**src/lobm_ram.sv**
```systemverilog
// Generic single-write, single-read RAM with registered read data.
module lobm_ram #(
    parameter int WIDTH = 8,
    parameter int DEPTH = 16,
    localparam int AW = (DEPTH > 1) ? $clog2(DEPTH) : 1
) (
    input  logic             clk,
    input  logic             we,
    input  logic [AW-1:0]    waddr,
    input  logic [WIDTH-1:0] wdata,
    input  logic [AW-1:0]    raddr,
    output logic [WIDTH-1:0] rdata
);
    logic [WIDTH-1:0] mem [DEPTH];
    logic [WIDTH-1:0] rdata_reg;

    always_ff @(posedge clk)
    begin
        if (we)
        begin
            mem[waddr] <= wdata;
        end
        rdata_reg <= mem[raddr];
    end

    assign rdata = rdata_reg;
endmodule

```
**config.mk**
```make
export PLATFORM = sky130hd
export DESIGN_NAME = lobm_ram
export DESIGN_NICKNAME = d
export VERILOG_FILES = /design/src/lobm_ram.sv
export SDC_FILE = /design/constraint.sdc
export NUM_CORES = 1
export LEC_CHECK = 0
export BUFFER_PORTS_ARGS = -buffer_cell sky130_fd_sc_hd__buf_2
export CAP_MARGIN = 20
export CORE_UTILIZATION = 46
export DETAILED_ROUTE_END_ITERATION = 16
export RECOVER_POWER = 100
export SKIP_CTS_REPAIR_TIMING = 1
export SLEW_MARGIN = 25
export SYNTH_ARGS = -nofsm -noshare
export SYNTH_HDL_FRONTEND = slang
export SYNTH_SLANG_ARGS = --single-unit
```
**constraint.sdc**
```tcl
create_clock -name clk -period 2.3 [get_ports clk]
set_input_delay 0.23 -clock clk [delete_from_list [all_inputs] [get_ports clk]]
set_output_delay 0.23 -clock clk [all_outputs]
set_load 0.01 [all_outputs]
```
======== Word-level counts from Yosys, hierarchy flattened ========
Memory sizes are Yosys's and may differ from the RTL's. A register that Yosys moved wholly into a read port is not among the register bits.
Cells that the tools add are included.
word-level totals
  bits in registers ....................... 0
  bits in writable memories ............... 128
  input port bits ......................... 18
  logic and storage cells ................. 3
  memories ................................ 1
cells by class
  muxes and demuxes ....................... 2
memory list
  name  depth  width  read ports  clocked after Yosys merged registers in  wr ports  RTL line  source
  mem   16     8      1           1                                        1         14        logic [WIDTH-1:0] mem [DEPTH];
operator list
  operator  count
  $mux W1   2

======== Logic depth before layout (Yosys ltp) ========
  depth in word-level cells ............... 2
  depth in mapped cells ................... 5
  mapped depth without buffers ............ 3

======== Worst setup path after synthesis ========
OpenSTA, ideal clock, no wires.
  path type ............................... input to register
  start ................................... input port waddr[2]
  end ..................................... memory mem[0][0] (enable)
  library setup time ...................... 383 ps
  data arrival time ....................... 1,340 ps
  data required time ...................... 1,917 ps
  slack ................................... 577 ps
  stages on the path ...................... 2
  buffers on the path ..................... 0
  path through ............................ or3b_2 -> nor3_1
RTL lines
  element             RTL line  source
  start: declaration  9         input logic [AW-1:0] waddr,
  end: declaration    14
Straight into the memory's write port.

==> flow_metrics.tcl <==
set metrics [dict create \
    outcome "complete, no violations" \
    core_mm2 0.01089 \
    nets 301 \
    cts_sinks 136 \
    netlist_top_cells_area "edfxtp_1 (75%), mux4_2 (7.9%), mux4_1 (7.1%)" \
    cp_max_fo 1 \
    numCtsBuffers 17 \
    slew_violations 0 \
    first_iter_violations 209 \
    drt.antenna.violating_nets 0 \
    synth_top_area_share_pct 74.67 \
    criticalPathCategory "flip-flop to flip-flop" \
    critPathSlowestCell "mux4_1" \
    power_density_mw_per_mm2 944.5 \
    antenna_found_initial 0 \
    antennaDiodeCount 0 \
    grt_overflow_total 0 \
    fin_area_mm2 0.006038 \
    synth_mux_area_share_pct 15.02 \
    cp.arrival_ps 1790 \
    synth_cells 229 \
    leakage_nw 1.961 \
    synth-compound-area-share_pct 2.333 \
    synth_top_area_cell "edfxtp_1" \
    fin_crit_ps 1404 \
    vias_per_cell 5.622 \
    synth_top_family_by_area "multiplexers" \
    regToRegSetupSlack_ps 900 \
    synthSimpleGateAreaFrac_pct 3.184 \
    root_buffer "clkbuf_8" \
    place_area_mm2 0.005537 \
    dp.final_hpwl_mm 6.165 \
    wl_met1_mm 4.326 \
    synthAdderAreaFrac_pct 0 \
    gp_congestion 0.8341 \
    via_count 2451 \
    wl_met2_mm 4.796 \
    fin_crit_sh_pct 61.06 \
    slew-limit-headroom_pct 50.76 \
    first_pass_iters 5 \
    remaining_drc_errors 0 \
    insertion_delay_ps 510 \
    grt_pass1_vias 2540 \
    fillers 841 \
    die_w_um 107.8 \
    tightest_slew_ps 737.2 \
    cp_slowest_stage_delay_ps 530 \
    cts_htree_levels 4 \
    mappedNetlistNets 247 \
    synth.cell_area_mm2 0.005147 \
    rows 38 \
    peakVddDrop_mv 0.3488 \
    synthDistinctLibCells 19 \
    groute.usage.overall_pct 19.06 \
    skew_ps 8.766 \
    drv_cap 0 \
    synth_warnings 0 \
    ys_seq_area_share_pct 77.78 \
    cp_data_required_time_ps 2690 \
    die_h_um 107.8 \
    path_clk_slew_ps 60 \
    end_kind "flip-flop" \
    yosys_register_bits 136 \
    wl_met3_um 665 \
    layout_setup_ws_ps 895.7 \
    multi_input_area_mm2 0.001057 \
    rsz0062_at_grt "no" \
    critPathTopFamily "multiplexers" \
    io_pins 26 \
    seq_area_mm2 0.004004 \
    fin_hold_ws_ps 247.5 \
    synthToLayoutAreaGrowth_pct 17.31 \
    min_path_type "input port to flip-flop" \
    largest_reg_flops 128 \
    drt_wl_total_mm 9.864 \
    synth_xor_area_share_pct 0 \
    cts_tree "done" \
    grt_pass1_wl_mm 15.15 \
    place_ws_ps 512.1 \
    setup_violations 0 \
    grt_max_degree 33 \
    avgSynthCellArea_um2 22.48 \
    hold_violations 0 \
    fin_tns_setup_ps 0 \
    cp_num_buf_inv 0 \
    max_freq_mhz 712.1 \
    topRoutingLayerUsed "met4" \
    drive_above_1_share_pct 19.59 \
    path_cells "mux4_1, a22oi_1, nand2_1" \
    die-area_mm2 0.01162 \
    post_drt_wl_per_cell_um 22.62 \
    start_util_pct 47.28 \
    clockBufferDepth 2 \
    io_buffers 25 \
    start_kind "flip-flop" \
]
==> where the power goes <==
group	internal, W	switching [W]	leakage [nW]	total (W)
clock network	0.00166	0.00101	0.282	0.00267
registers	0.00277	0.0000151	1.22	0.00279
logic	0.0000991	0.000151	0.455	0.000251
total	0.00453	0.00117	1.96	0.00570
==> cell usage in the layout, fill, tap and decap left out, types with 2 or more instances in the layout <==
cell type,instances
nand2_1,9
nor2_1,13
buf_12,2
mux4_2,18
inv_6,2
nand2b_1,2
clkbuf_1,38
a22oi_1,16
buf_2,6
mux4_1,14
edfxtp_1,128
clkinv_2,2
nand3b_1,2
bufinv_16,3
dfxtp_1,8
clkinv_4,4
clkbuf_16,16
nor3_1,4
clkinvlp_4,3
==> cell usage after synthesis <==
library cell     instances
dfxtp_1                  8
mux4_1                  14
nand2_1                  9
nor2b_1                  1
nor3_1                   4
buf_6                    3
nand2b_1                 2
a22oi_1                 16
and2_1                   1
clkdlybuf4s25_2          3
mux4_2                  18
buf_2                    3
buf_4                    1
and2b_1                  1
nand3b_1                 2
or3b_2                   1
edfxtp_1               128
nor2_1                  13
nand3_1                  1
==> worst register-to-register path, delay by kind of cell, from the launching register on <==
kind	cells	cell delay (ps)
mux	1	530
simple gates	1	90
flops	1	370
compound gates	1	300
==> routing by layer <==
layer	track usage, %	vias up
met1	27.50	1253
met2	29.12	104
met5	0	-
met4	7.339	0
li1	-	1085
met3	3.390	9
==> kinds of logic (layout without fill, tap and decap cells) <==
logic type	Yosys count	after routing
buffers and inverters	10	77
AND/OR/NAND/NOR	35	35
flip-flops	136	136
AO/OA/AOI/OAI	16	16
multiplexers	32	32
==> metrics by stage <==
stage                     cells  total power, W  utilization [%]
after floorplan             229        0.002983                -
after global placement      404        0.003097            50.85
after detailed placement    404        0.003103            50.85
after CTS                   436        0.005760            56.30
after global routing        436        0.005879            55.46
final                       436        0.005703            55.46
==> final timing paths <==
kind	start	end	cells after the start
setup / recovery	mem[1][3]	rdata[3]	3
hold / removal	wdata[2]	mem[4][2]	1
setup reg to reg	mem[1][3]	rdata[3]	3
hold reg to reg	mem[14][1]	rdata[1]	3
==> final cells by class <==
cell class | instances | share of cell area [%]
Sequential cell | 136 | 66.31
Timing Repair Buffer | 45 | 3.460
Clock inverter | 14 | 2.901
Multi-Input combinational cell | 83 | 17.51
Clock buffer | 18 | 6.921
Tap cell | 140 | 2.901
Power figures use the tool's default switching activity.
